**config.mk**
```make
export PLATFORM = sky130hd
export DESIGN_NAME = rcpa_ctrl
export DESIGN_NICKNAME = d
export VERILOG_FILES = /design/src/hw/rtl/rcpa_pkg.sv /design/src/hw/rtl/rcpa_ctrl.sv
export SDC_FILE = /design/constraint.sdc
export NUM_CORES = 1
export LEC_CHECK = 0
export BUFFER_PORTS_ARGS = -buffer_cell sky130_fd_sc_hd__buf_4
export CAP_MARGIN = 10
export CORE_AREA = 5 5 42 44
export CTS_BUF_LIST = sky130_fd_sc_hd__clkbuf_8 sky130_fd_sc_hd__clkbuf_16
export DETAILED_ROUTE_END_ITERATION = 12
export DIE_AREA = 0 0 47 49
export PLACE_DENSITY = 0.41
export SLEW_MARGIN = 30
export SYNTH_ARGS = -nofsm -noshare
export SYNTH_HDL_FRONTEND = slang
export SYNTH_SLANG_ARGS = --single-unit
```
**constraint.sdc**
```tcl
create_clock -name clk -period 1.7 [get_ports clk]
set_clock_uncertainty 0.05 [all_clocks]
set_input_delay 0.34 -clock clk [delete_from_list [all_inputs] [get_ports clk]]
set_output_delay 0.34 -clock clk [all_outputs]
set_load 0.05 [all_outputs]
```
**src/hw/rtl/rcpa_pkg.sv**
```systemverilog
// Shared constants, codes and control types for the color pair allocator.
`timescale 1ns / 1ps

package rcpa_pkg;

	// Table geometry
	localparam int MAX_PAIRS   = 256;
	localparam int FIRST_INDEX = 16;
	localparam int COLOR_BITS  = 25;
	localparam int SLOTS       = MAX_PAIRS - FIRST_INDEX;
	localparam int SLOT_W      = $clog2(SLOTS);
	localparam int USED_W      = $clog2(SLOTS + 1);

	// Field widths
	localparam int IDX_W   = 8;
	localparam int STAT_W  = 3;
	localparam int REF_W   = 16;
	localparam int LIMIT_W = 9;

	localparam logic [REF_W-1:0]   REF_MAX     = {REF_W{1'b1}};
	localparam logic [LIMIT_W-1:0] LIMIT_RESET = LIMIT_W'(256);

	// Commands
	localparam logic CMD_ACQUIRE = 1'b0;
	localparam logic CMD_RELEASE = 1'b1;

	// Result status codes
	localparam logic [STAT_W-1:0] STAT_NEW          = 3'd0;
	localparam logic [STAT_W-1:0] STAT_SHARED       = 3'd1;
	localparam logic [STAT_W-1:0] STAT_BOTH_DEFAULT = 3'd2;
	localparam logic [STAT_W-1:0] STAT_FULL         = 3'd3;
	localparam logic [STAT_W-1:0] STAT_STILL_USED   = 3'd4;
	localparam logic [STAT_W-1:0] STAT_FREED        = 3'd5;
	localparam logic [STAT_W-1:0] STAT_IGNORED      = 3'd6;

	// One table entry as held in the entry RAM
	typedef struct packed {
		logic [COLOR_BITS-1:0] fg;
		logic [COLOR_BITS-1:0] bg;
		logic [REF_W-1:0]      refs;
	} entry_t;

	localparam int ENTRY_W = $bits(entry_t);

	// Controller to datapath commands
	typedef struct packed {
		logic load;
		logic rd_rel;
		logic scan_step;
		logic commit;
	} ctrl_cmd_t;

	// Datapath to controller status
	typedef struct packed {
		logic is_release;
		logic both_default;
		logic rel_absent;
		logic scan_last;
		logic out_free;
	} dp_status_t;

endpackage

```
**src/hw/rtl/rcpa_ctrl.sv**
```systemverilog
// Controller state machine: item intake, table scan, release lookup, commit.
`timescale 1ns / 1ps

module rcpa_ctrl (
	input  logic                 clk,
	input  logic                 arst_n,
	input  logic                 in_valid,
	output logic                 in_stall,
	input  rcpa_pkg::dp_status_t stat,
	output rcpa_pkg::ctrl_cmd_t  cmd
);

	localparam logic [2:0] S_IDLE     = 3'd0;
	localparam logic [2:0] S_DISPATCH = 3'd1;
	localparam logic [2:0] S_SCAN     = 3'd2;
	localparam logic [2:0] S_DRAIN    = 3'd3;
	localparam logic [2:0] S_FIN      = 3'd4;

	logic [2:0] state_q;
	logic [2:0] state_nxt;

	// Next state and commands
	always_comb begin
		state_nxt = state_q;
		cmd       = '0;
		case (state_q)
			S_IDLE: begin
				if (in_valid) begin
					cmd.load  = 1'b1;
					state_nxt = S_DISPATCH;
				end
			end
			S_DISPATCH: begin
				if (stat.is_release) begin
					cmd.rd_rel = !stat.rel_absent;
					state_nxt  = S_FIN;
				end else if (stat.both_default) begin
					state_nxt = S_FIN;
				end else begin
					state_nxt = S_SCAN;
				end
			end
			S_SCAN: begin
				cmd.scan_step = 1'b1;
				if (stat.scan_last) begin
					state_nxt = S_DRAIN;
				end
			end
			S_DRAIN: begin
				state_nxt = S_FIN;
			end
			S_FIN: begin
				if (stat.out_free) begin
					cmd.commit = 1'b1;
					state_nxt  = S_IDLE;
				end
			end
			default: begin
				state_nxt = S_IDLE;
			end
		endcase
	end

	always_ff @(posedge clk or negedge arst_n) begin
		if (!arst_n) begin
			state_q <= S_IDLE;
		end else begin
			state_q <= state_nxt;
		end
	end

	assign in_stall = (state_q != S_IDLE);

endmodule

```
* Word level (Yosys, flattened, before mapping)
Cells that the tools add are included.
Word-level totals: register bits after elaboration 3, bits in latches 0, memory bits (writable) 0, memories kept 0, memory bits (read-only) 0, bits of input ports 8
Cells by class: multiplexer cells 13, reductions and logical operators 4, add/subtract/negate cells 0, eq/ne operators 7, bitwise operators 0, shift-type cells 0, $mul 0, divide/modulo/power cells 0, order comparisons 0
Operator list (count):
- 3-bit two-way mux | 5
- 3-bit case mux with 5 select lines | 1
- 1-bit two-way mux | 7
- 3-bit by 2-bit equality test with 1-bit output (second input constant) | 2
- 2-bit inequality test (second input constant) | 3
- 3-bit by 1-bit equality test with 1-bit output (second input constant) | 1
- 3-bit equality test (second input constant) | 1
- 3-bit logical NOT | 1
- 3-bit AND reduction | 1
- 3-bit nonzero test | 1
- 1-bit logical NOT | 1

* Depth between registers and ports, before layout
Gate-level depths: netlist (run 1).
depth in word-level cells 3, depth in mapped cells 2, depth with buffers taken out 2

* Worst setup path before layout (run 1)
Ideal clock, no wire load.
path type reg-to-output, start point register state_q[2], end point output port cmd[2] (netlist bit), path buffers 0, arrival 2.170 ns, cell stages (with the launch flop) 3, setup slack -0.860 ns, cell sequence dfrtp_1 nand2b_1 nor4b_1
RTL lines:
- start: declaration | line rcpa_ctrl.sv:19 | logic [2:0] state_q;
- start signal: assignment | line rcpa_ctrl.sv:68 | state_q <= state_nxt;
- end: declaration | line rcpa_ctrl.sv:10 | output rcpa_pkg::ctrl_cmd_t cmd

==> results summary, run 1 <==
The mean post-synth cell area is 9.94 µm². The post-detailed-routing wire length is 575 µm. The detail route stage leaves a number of antenna-violating nets equal to 0. In this run the power density over the cells is 1990 nW/µm².

The total overflow left after global routing is 0. The mapped netlist covers 169 µm². For this run, design rule violations remaining after detail routing come to 0.

Together, buffers and inverters on the worst path number 2. After clock tree synthesis, the clock-pin slew on the worst setup and hold paths is 0.03 ns. Combinational cells account for 61.5% of the total power. In this run the power spent charging and discharging nets is 0.000351 W. The fmax came out at 598 MHz. The flow ran to the end, and the final reports show no timing, DRC or antenna violations.

The tree is rooted in a sky130_fd_sc_hd__clkbuf_8. The per-cell via count in the routed design came out at 3.91. TritonCTS built the clock tree.

The clock latency on the worst-skew pair is 0.21 ns. The total power draw is 0.000813 W. The cell family contributing the most delay on the critical path is flip-flops.

The unique cell type count in the Yosys netlist is 12. The total count of max-transition violations in the final report was 0. The ratio of final minimum period to clock period came out at 98.3%. The number of buffers between clock root and the deepest sink is 2. The largest registers in the layout are state_q x3. 0 antenna diodes ended up in the layout. The number of flip-flops under the largest register name is 3. The initial antenna violation count came out at 0. The worst setup path is captured at a primary output. The layout cell share with drive strength beyond 1 came out at 68.4%. In this run the static leakage power is 0.193 nW.

The delay contributed by the slowest stage of the critical path is 0.37 ns. The type of origin of the critical path is a flop. The fraction of power consumed by the clock network came out at 24.1%. The relative area change from synthesis to final layout came out at 141%. The total iterations of the first detailed-routing run is 2. By startpoint and endpoint, the worst setup path is classified as flop to primary output.

At the end of the flow, the number of nets in the layout was 47. The data arrival time of the critical path is 1.28 ns. The synthesized netlist cell count is 17.

More flip-flops sit in one register than any other, and that register is state_q. The chip height came out at 49 µm. The sequential area share after synthesis came out at 44.4%.

The share of total power consumed by net switching is 43.1%. In this run the worst path has a maximum fanout of 4. The number of I/O port buffers came out at 12. The design internal power is 0.000462 W. The congestion estimate from routability-driven global placement came to 0.751. Setup violations remaining at the end of the flow were counted as 0. The number of filler instances in the final layout is 158. The total number of vias came out at 211.

13 I/O pins were placed. The global router's overall resource usage is 6.07%. The wire length of the first global-routing pass came out at 966 µm. The number of global-route vias before repair is 228. Dividing the detail-routed wire length by the instance count gives 10.6 µm. The finished cells cover 408 µm².

The area of the die came out at 2300 µm². Setup repair after global routing could not meet its margin everywhere. VDD sags by at most 0.745 mV.

Data on the critical path is required at its endpoint by 1.31 ns. The critical path goes through buf_6 -> nand2b_4 -> nor4b_2 -> buf_4. The number of nets in the synthesized netlist came out at 25. Once placement finished, the instance area stood at 327 µm². The sequential group share of total power is 14.4%. The largest individual stage delay along the critical path comes from the cell sky130_fd_sc_hd__dfrtp_1.

The placement row count is 14. The number of endpoints with negative hold slack in the final report is 0. The Yosys warning count is 0.

The slew at the pin with the worst max-slew slack is 0.204 ns. The final critical path time including I/O delays and setup is 1.67 ns. The initial core utilization is 12.1%.

The maximum level of the CTS H-tree came out at 1. The pin count of the biggest net entering global routing is 7. For this block, the initial DRC count from the detailed router was 1. The worst pin sits at a relative slew slack of 86.3%.

The clock sink count is 3. In this run the worst hold path is classified as input port to flop. The number of buffers created by CTS came out at 3.

Counting flops and latches in the post-synthesis netlist gives 3. The width of the die came out at 47 µm. The tool flagged a number of max-cap violations equal to 0.

The region available for standard cell placement spans 1400 µm².
worst register-to-register path: stages, from the launching register on:
cell,delay [ns]
sky130_fd_sc_hd__dfrtp_1,0.37
sky130_fd_sc_hd__buf_4,0.16
sky130_fd_sc_hd__or4b_1,0.50
sky130_fd_sc_hd__o21ai_0,0.10
power groups by stage:
stage	clock, W	sequential [W]	combinational, W
global placement	0	0.000115	0.000442
CTS	0.000201	0.000117	0.000508
finish	0.000196	0.000117	0.000500
global route	0.000212	0.000123	0.000526
detailed placement	0	0.000114	0.000451
floorplan	0	0.000144	0.000264
timing repair:
| action | in CTS | in global routing |
|---|---|---|
| endpoints found under the setup margin | 3 | 1 |
| hold buffers | 1 | 0 |
| buffers inserted | 1 | 0 |
| pin swaps | 1 | 1 |
| gates resized for setup | 4 | 0 |
| endpoints found under the hold margin | 3 | 0 |
Yosys cell counts, drive strengths merged:
master	number	share of area, %
inv	2	4.4
nor3	2	5.9
or3	1	4.4
nor2	1	2.2
or4b	1	5.9
dfrtp	3	44
nor3b	1	4.4
nor4b	2	10
a31o	1	5.2
nand2b	1	3.7
o21ai	1	3.0
mux2i	1	5.9
path summary, 6_finish.rpt:
kind                                        start                      to  slack (ns)  cells past startpoint
max                        state_q[2]$_DFFE_PN0P_                  cmd[2]        0.03                      4
min                                       stat[0]  state_q[2]$_DFFE_PN0P_        0.39                      3
max reg2reg                state_q[1]$_DFFE_PN0P_  state_q[2]$_DFFE_PN0P_        0.43                      3
min reg2reg                state_q[0]$_DFFE_PN0P_  state_q[0]$_DFFE_PN0P_        0.55                      2
max in group asynchronous                  arst_n  state_q[0]$_DFFE_PN0P_        1.10                      2
min in group asynchronous                  arst_n  state_q[2]$_DFFE_PN0P_        0.40                      2
cells by family (layout without fill, tap and decap cells):
logic type | after synthesis | in the layout | synth area share, %
simple gates | 9 | 9 | 37.0
mux | 1 | 1 | 5.93
buf+inv | 2 | 23 | 4.45
flops | 3 | 3 | 44.4
compound gates | 2 | 2 | 8.15
layout make-up:
type	instances	area [µm²]	area share, %
Tap cell	16	20.0	4.91
Clock inverter	1	3.75	0.920
Inverter	2	7.51	1.84
Clock buffer	3	41.3	10.1
Timing Repair Buffer	17	138	33.7
Multi-Input combinational cell	12	123	30.1
Sequential cell	3	75.1	18.4
per-stage QoR:
step / setup WS (ns) / cells / setup TNS, ns / utilization, % / hold slack, ns
2_1_floorplan: -0.189 / 17 / -0.403 / - / -0.00559
3_3_place_gp: 0.159 / 48 / 0 / 23.3 / 0.0782
3_5_place_dp: 0.153 / 48 / 0 / 23.3 / 0.0800
4_1_cts: -0.0279 / 54 / -0.0279 / 29.1 / 0.392
5_1_grt: -0.0325 / 54 / -0.0325 / 29.1 / 0.412
6_report: 0.0287 / 54 / 0 / 29.1 / 0.389
placed cells by master (no fill, tap or decap), types with 2 or more instances in the layout:
| cell | synthesis | final |
|---|---|---|
| sky130_fd_sc_hd__inv_1 | 2 | 3 |
| sky130_fd_sc_hd__clkbuf_8 | 0 | 3 |
| sky130_fd_sc_hd__dfrtp_1 | 3 | 3 |
| sky130_fd_sc_hd__buf_4 | 0 | 14 |
| sky130_fd_sc_hd__nor4b_2 | 0 | 2 |
| sky130_fd_sc_hd__nor3_1 | 2 | 2 |
| sky130_fd_sc_hd__buf_6 | 0 | 2 |
layer usage:
| metal | GRT usage [%] | up-vias | routed length (µm) |
|---|---|---|---|
| met1 | 6.65 | 98 | 226 |
| met2 | 8.37 | 9 | 264 |
| met5 | 0 | - | 0 |
| met3 | 3.69 | 0 | 84 |
| met4 | 4.15 | 0 | 0 |
| li1 | - | 104 | - |
(Power assumes the default switching activity.)
==> run 2: changes to the inputs <==
PLACE_DENSITY = unset   (was 0.41)
==> results summary, run 2 (synthesis gave the netlist of run 1 again) <==
The flow ran to the end, but the final reports show violations. The final reports fail on setup timing. The number of buffers created by CTS is 3.

The ratio of final minimum period to clock period is 100%. The initial antenna violation count was 0. The global router's overall resource usage is 5.64%. The endpoint class of the critical path is a primary output. The sequential cells in the finished layout cover a total of 75.1 µm². The headroom to the max-slew limit came out at 84.2%. The number of global-route vias before repair is 257. The worst-case setup margin in the final layout is -0.00575 ns. Setup violations remaining at the end of the flow were counted as 1. In the layout the commonest cells are sky130_fd_sc_hd__buf_4, sky130_fd_sc_hd__inv_1, sky130_fd_sc_hd__clkbuf_8, sky130_fd_sc_hd__dfrtp_1.

The worst hold path terminates at state_q[0]$_DFFE_PN0P_. The total iterations of the first detailed-routing run is 1. The number of cells traversed by the worst register-to-register path is 3.

For this run the aggregate overflow at the end of global routing stands at 0. The data arrival time of the critical path is 1.32 ns. The post-CTS clock slew at the launch and capture registers of the worst setup and hold paths is 0.03 ns. The core outline area came out at 1400 µm². Static timing analysis puts the maximum clock frequency at 586 MHz. The relative area change from synthesis to final layout came out at 151%. The number of flip-flops under the largest register name came out at 3. Dividing total power by cell area gives a power density of 1970 nW/µm².

The finished cells cover 424 µm². Cells fill 30.3% of the core in the end. The placement row count is 14.

In this run the critical register-to-register path is launched from state_q[1]$_DFFE_PN0P_. The clock root buffer is sky130_fd_sc_hd__clkbuf_8. During placement, the flow inserted port buffers numbering 12. The final critical path time including I/O delays and setup came out at 1.71 ns. The placement-stage cell area is 327 µm².

The routed design has 553 µm of wire. The area occupied by multi-input gates came out at 131 µm². Summed over all nets, the half-perimeter wirelength after detailed placement is 450 µm. The maximum level of the CTS H-tree is 1. In the final layout, the registers with the most flip-flops are state_q x3. The antenna violation net count after detailed routing is 0.

The wire length of the first global-routing pass came out at 931 µm. The final hold slack is 0.394 ns. The data required time at the worst endpoint is 1.31 ns.

By startpoint and endpoint, the worst setup path is classified as flop to primary output. The weighted congestion reported at the end of routability-driven placement came out at 0.650. In this run, the number of DRC markers left after iteration 0 of detailed routing was 0.

The floorplan step set the die width to 47 µm. The per-cell via count in the routed design is 3.98. The initial core utilization came out at 12.1%. The tightest min-delay check is of the input port to flop type.

The maximum ir drop on the vdd rail is 0.558 mV. The total number of vias is 215. The type of origin of the critical path is a flop. The count of antenna diodes in the layout came out at 0. The number of endpoints with negative hold slack in the final report came out at 0. The total count of max-transition violations in the final report is 0. The max-cap violation count came out at 0.

state_q holds more flip-flops than any other register. The TritonCTS clock tree is built. The critical hold path startpoint is stat[1]. The clock sink count is 3. In this run the worst path has a maximum fanout of 2. The number of filler instances in the final layout came out at 149.

The slew at the pin with the worst max-slew slack came out at 0.236 ns. The library cell used most frequently in the layout, excluding fill and tap cells, is sky130_fd_sc_hd__buf_4. The area of the die is 2300 µm².

Setup repair after global routing could not meet its margin everywhere. In this run the count of I/O pins placed on the die edge is 13. The layout cell share with drive strength beyond 1 is 68.4%. The worst register-to-register path has a setup slack of 0.40 ns. The leakage power figure came out at 0.200 nW.

The number of buffers between clock root and the deepest sink came out at 2. OpenSTA, run right after detailed placement, puts the worst setup slack at 0.138 ns. The die is 49 µm tall.

The final routed wire length divided by cell count came out at 10.2 µm. The pin count of the biggest net entering global routing came out at 7. The cell depth of the worst hold path came out at 3. The endpoint of the worst register-to-register path is state_q[2]$_DFFE_PN0P_. The clock latency on the worst-skew pair came out at 0.21 ns. The final routed DRC violation total came out at 0. The number of nets in the layout is 47.
==> run 2: cell counts in the layout (fill, tap and decap cells not counted) <==
Identical to the previous run, type by type.
==> run 2: repair_timing <==
action                     in CTS  in global routing
setup endpoints to repair       3                  4
buffers inserted                1                  0
hold buffers                    1                  0
gates resized for setup         4                  3
hold endpoints to repair        3                  0
pin swaps                       1                  3
==> run 2: layout make-up <==
| type | instances | area share (%) |
|---|---|---|
| timing repair buffer | 17 | 34.2 |
| multi-input combinational | 12 | 31.0 |
| sequential | 3 | 17.7 |
| clock buffer | 3 | 9.73 |
| tap | 16 | 4.72 |
| inverter | 2 | 1.77 |
| clock inverter | 1 | 0.885 |
==> run 2: critical path: stages, from the launching register on <==
cell and delay (ns):
sky130_fd_sc_hd__dfrtp_1 0.38, sky130_fd_sc_hd__buf_6 0.12, sky130_fd_sc_hd__or3_4 0.34, sky130_fd_sc_hd__nor2_4 0.12, sky130_fd_sc_hd__buf_8 0.15
==> run 2: metrics by stage <==
stage | instances | power [W] | TNS (ns)
after floorplan | 17 | 0.000408 | -0.403
after global placement | 48 | 0.000555 | 0
after detailed placement | 48 | 0.000562 | 0
after CTS | 54 | 0.000830 | -0.105
after global routing | 54 | 0.000890 | -0.124
final | 54 | 0.000836 | -0.00575
==> run 2: power breakdown <==
part,switching (W),leakage [nW],internal (W),total [W]
sequential,0.0000164,0.0393,0.000101,0.000118
combinational,0.000297,0.133,0.000224,0.000520
clock,0.0000451,0.0269,0.000154,0.000199
==> run 2: worst max path at each step <==
| stage | startpoint | to | slack, ns | cells past startpoint |
|---|---|---|---|---|
| 3_5_place_dp | state_q[2]$_DFFE_PN0P_ | cmd[3] | 0.14 | 3 |
| 4_1_cts | state_q[2]$_DFFE_PN0P_ | cmd[3] | -0.05 | 4 |
| 5_1_grt | state_q[2]$_DFFE_PN0P_ | cmd[2] | -0.05 | 4 |
| 6_report | state_q[2]$_DFFE_PN0P_ | cmd[3] | -0.006 | 4 |
| 3_3_place_gp | state_q[2]$_DFFE_PN0P_ | cmd[3] | 0.16 | 3 |
| 2_1_floorplan | state_q[2]$_DFFE_PN0P_ | cmd[2] | -0.19 | 2 |
==> run 2: metal layers <==
layer  routed length, µm  vias to the layer above  global-route usage [%]
met2                 313                        7                    10.4
met4                   0                        0                    2.76
li1                    -                      105                       -
met5                   0                        -                       0
met3                  60                        0                    2.58
met1                 179                      103                    4.64
==> run 3: changes to the inputs <==
CAP_MARGIN = unset   (was 10)
clock period = 2.2 ns   (was 1.7 ns; I/O delays follow)
==> results summary, run 3 (synthesis gave the netlist of run 1 again) <==
The max-cap violation count is 0. The total I/O pin count came out at 13. The number of nets in the layout is 43. The number of global-route vias before repair was 184.

The setup TNS is 0 ns. The wire length of the first global-routing pass is 676 µm. The count of final setup violators came out at 0.

The pin count of the biggest net entering global routing is 8. The headroom to the max-slew limit is 82.5%. The post-CTS clock slew at the launch and capture registers of the worst setup and hold paths is 0.03 ns. The number of I/O port buffers came out at 12.

STA classifies the critical path endpoint as a primary output. The final critical path takes up 87.7% of the cycle. The post-CTS repair timing setup buffer count is 0.

The initial antenna violation count is 0. For hold timing, the worst endpoint is state_q[0]$_DFFE_PN0P_. Of all nets on the critical path, the largest fanout is 7.

The flow ran to the end, and the final reports show no timing, DRC or antenna violations. Relative to the synthesized area, the layout overhead comes to 107%. The total count of max-transition violations in the final report was 0. The slew at the pin with the worst max-slew slack is 0.262 ns. For this run, the detailed router's first-pass iteration total came to 1. The layout cell share with drive strength beyond 1 came out at 58.8%. CTS placed an instance of sky130_fd_sc_hd__clkbuf_8 at the clock tree root. The leakage power figure came out at 0.164 nW.

Data on the critical path is required at its endpoint by 1.71 ns. After detailed routing, the number of remaining DRC violations is 0. Leaving out fill and tap cells, the most frequent cell in the layout is sky130_fd_sc_hd__buf_4.

For this design, the sink count on the clock tree is 3. The critical path class is flop to primary output. state_q holds more flip-flops than any other register. Post-CTS repair changed the size of 0 cells. In this run the register-to-register setup slack is 0.97 ns. In the final layout, the registers with the most flip-flops are state_q x3. The number of flip-flops under the largest register name is 3. The initial utilization of the core area, before any placement, comes to 12.1%. The per-cell via count in the routed design came out at 4.00. At the end of routability-driven placement, the weighted congestion stood at 0.654.

Data arrives at the worst endpoint at 1.44 ns. The maximum level of the CTS H-tree came out at 1. The total number of vias came out at 200. The first routing iteration left 0 violations. The final hold slack is 0.466 ns. The type of origin of the critical path is a flop. The final layout contains routed wiring with a total length of 487 µm. The total global routing overflow is 0.

The TritonCTS clock tree is built. The class of the worst hold path is flop to flop. The area of the die is 2300 µm². The startpoint identified for the worst hold timing path is state_q[2]$_DFFE_PN0P_.

The number of filler instances in the final layout is 164. Setup repair after global routing left no endpoint under its margin. In the layout the commonest cells are sky130_fd_sc_hd__buf_4, sky130_fd_sc_hd__inv_1, sky130_fd_sc_hd__clkbuf_8, sky130_fd_sc_hd__dfrtp_1. Counting cells, the worst reg-to-reg path comes to 2.

The repair_antennas step left the layout with diodes totalling 0. The final critical path time including I/O delays and setup is 1.93 ns. The number of buffers created by CTS is 3. The antenna violation net count after detailed routing came out at 0. The chip height is 49 µm. The final routed wire length divided by cell count is 9.74 µm. The cell depth of the worst hold path came out at 1. The core outline area is 1400 µm². The areal power density over the cells is 1530 nW/µm². The maximum ir drop on the vdd rail came out at 0.356 mV. The fmax came out at 518 MHz. The die is 47 µm wide.

The number of endpoints with negative hold slack in the final report is 0. The worst register-to-register path ends at state_q[2]$_DFFE_PN0P_. The clock passes through at most 2 buffers.

The global router's overall resource usage is 4.59%. The startpoint of the most critical register-to-register path is state_q[1]$_DFFE_PN0P_. The clock latency on the worst-skew pair came out at 0.21 ns. The placement row count came out at 14.
run 3: cell count changes in the layout (fill, tap and decap cells not counted), sizes merged:
cell / delta
buf: -4
run 3: layout make-up:
cell class	instances	area, µm²	area share (%)
clock buffer	3	41.3	11.8
clock inverter	1	3.75	1.08
inverter	2	7.51	2.15
multi-input combinational	12	101	29.0
sequential	3	75.1	21.5
tap	16	20.0	5.73
timing repair buffer	13	100	28.7
run 3: timing repair:
item	CTS	global route
hold buffers	1	0
endpoints found under the setup margin	0	0
endpoints found under the hold margin	3	0
run 3: per-layer routing:
layer / GRT usage, % / vias up / part of all wire [%]
met1: 3.32 / 93 / 29
met4: 5.53 / 0 / 1.6
met2: 6.33 / 8 / 51
met5: 0 / - / 0
li1: - / 97 / -
met3: 3.69 / 2 / 18
run 3: worst max path at each step:
stage / from / cells after the start / to
3_3_place_gp: state_q[1]$_DFFE_PN0P_ / 3 / cmd[3]
3_5_place_dp: state_q[1]$_DFFE_PN0P_ / 3 / cmd[3]
2_1_floorplan: state_q[1]$_DFFE_PN0P_ / 1 / cmd[1]
4_1_cts: state_q[1]$_DFFE_PN0P_ / 3 / cmd[3]
5_1_grt: state_q[1]$_DFFE_PN0P_ / 3 / cmd[3]
6_report: state_q[1]$_DFFE_PN0P_ / 3 / cmd[3]
run 3: report_power, final:
group / switching, W / internal, W
Sequential: 0.0000380 / 0.0000780
Clock: 0.0000344 / 0.000119
Combinational: 0.000169 / 0.0000948
Total: 0.000241 / 0.000291
run 3: per-stage QoR:
step / util (%) / power, W / cell area (µm²) / setup slack, ns / cells
detailed placement: 21.0 / 0.000383 / 294 / 0.485 / 45
CTS: 24.9 / 0.000543 / 349 / 0.256 / 50
global route: 24.9 / 0.000566 / 349 / 0.227 / 50
global placement: 21.0 / 0.000381 / 294 / 0.493 / 45
finish: 24.9 / 0.000532 / 349 / 0.270 / 50
floorplan: - / 0.000303 / 184 / 0.0376 / 17
run 3: worst max-delay path: stages, from the launching register on:
cell and delay (ns):
sky130_fd_sc_hd__dfrtp_1 0.45, sky130_fd_sc_hd__or3_2 0.50, sky130_fd_sc_hd__nor2_2 0.09, sky130_fd_sc_hd__buf_4 0.19
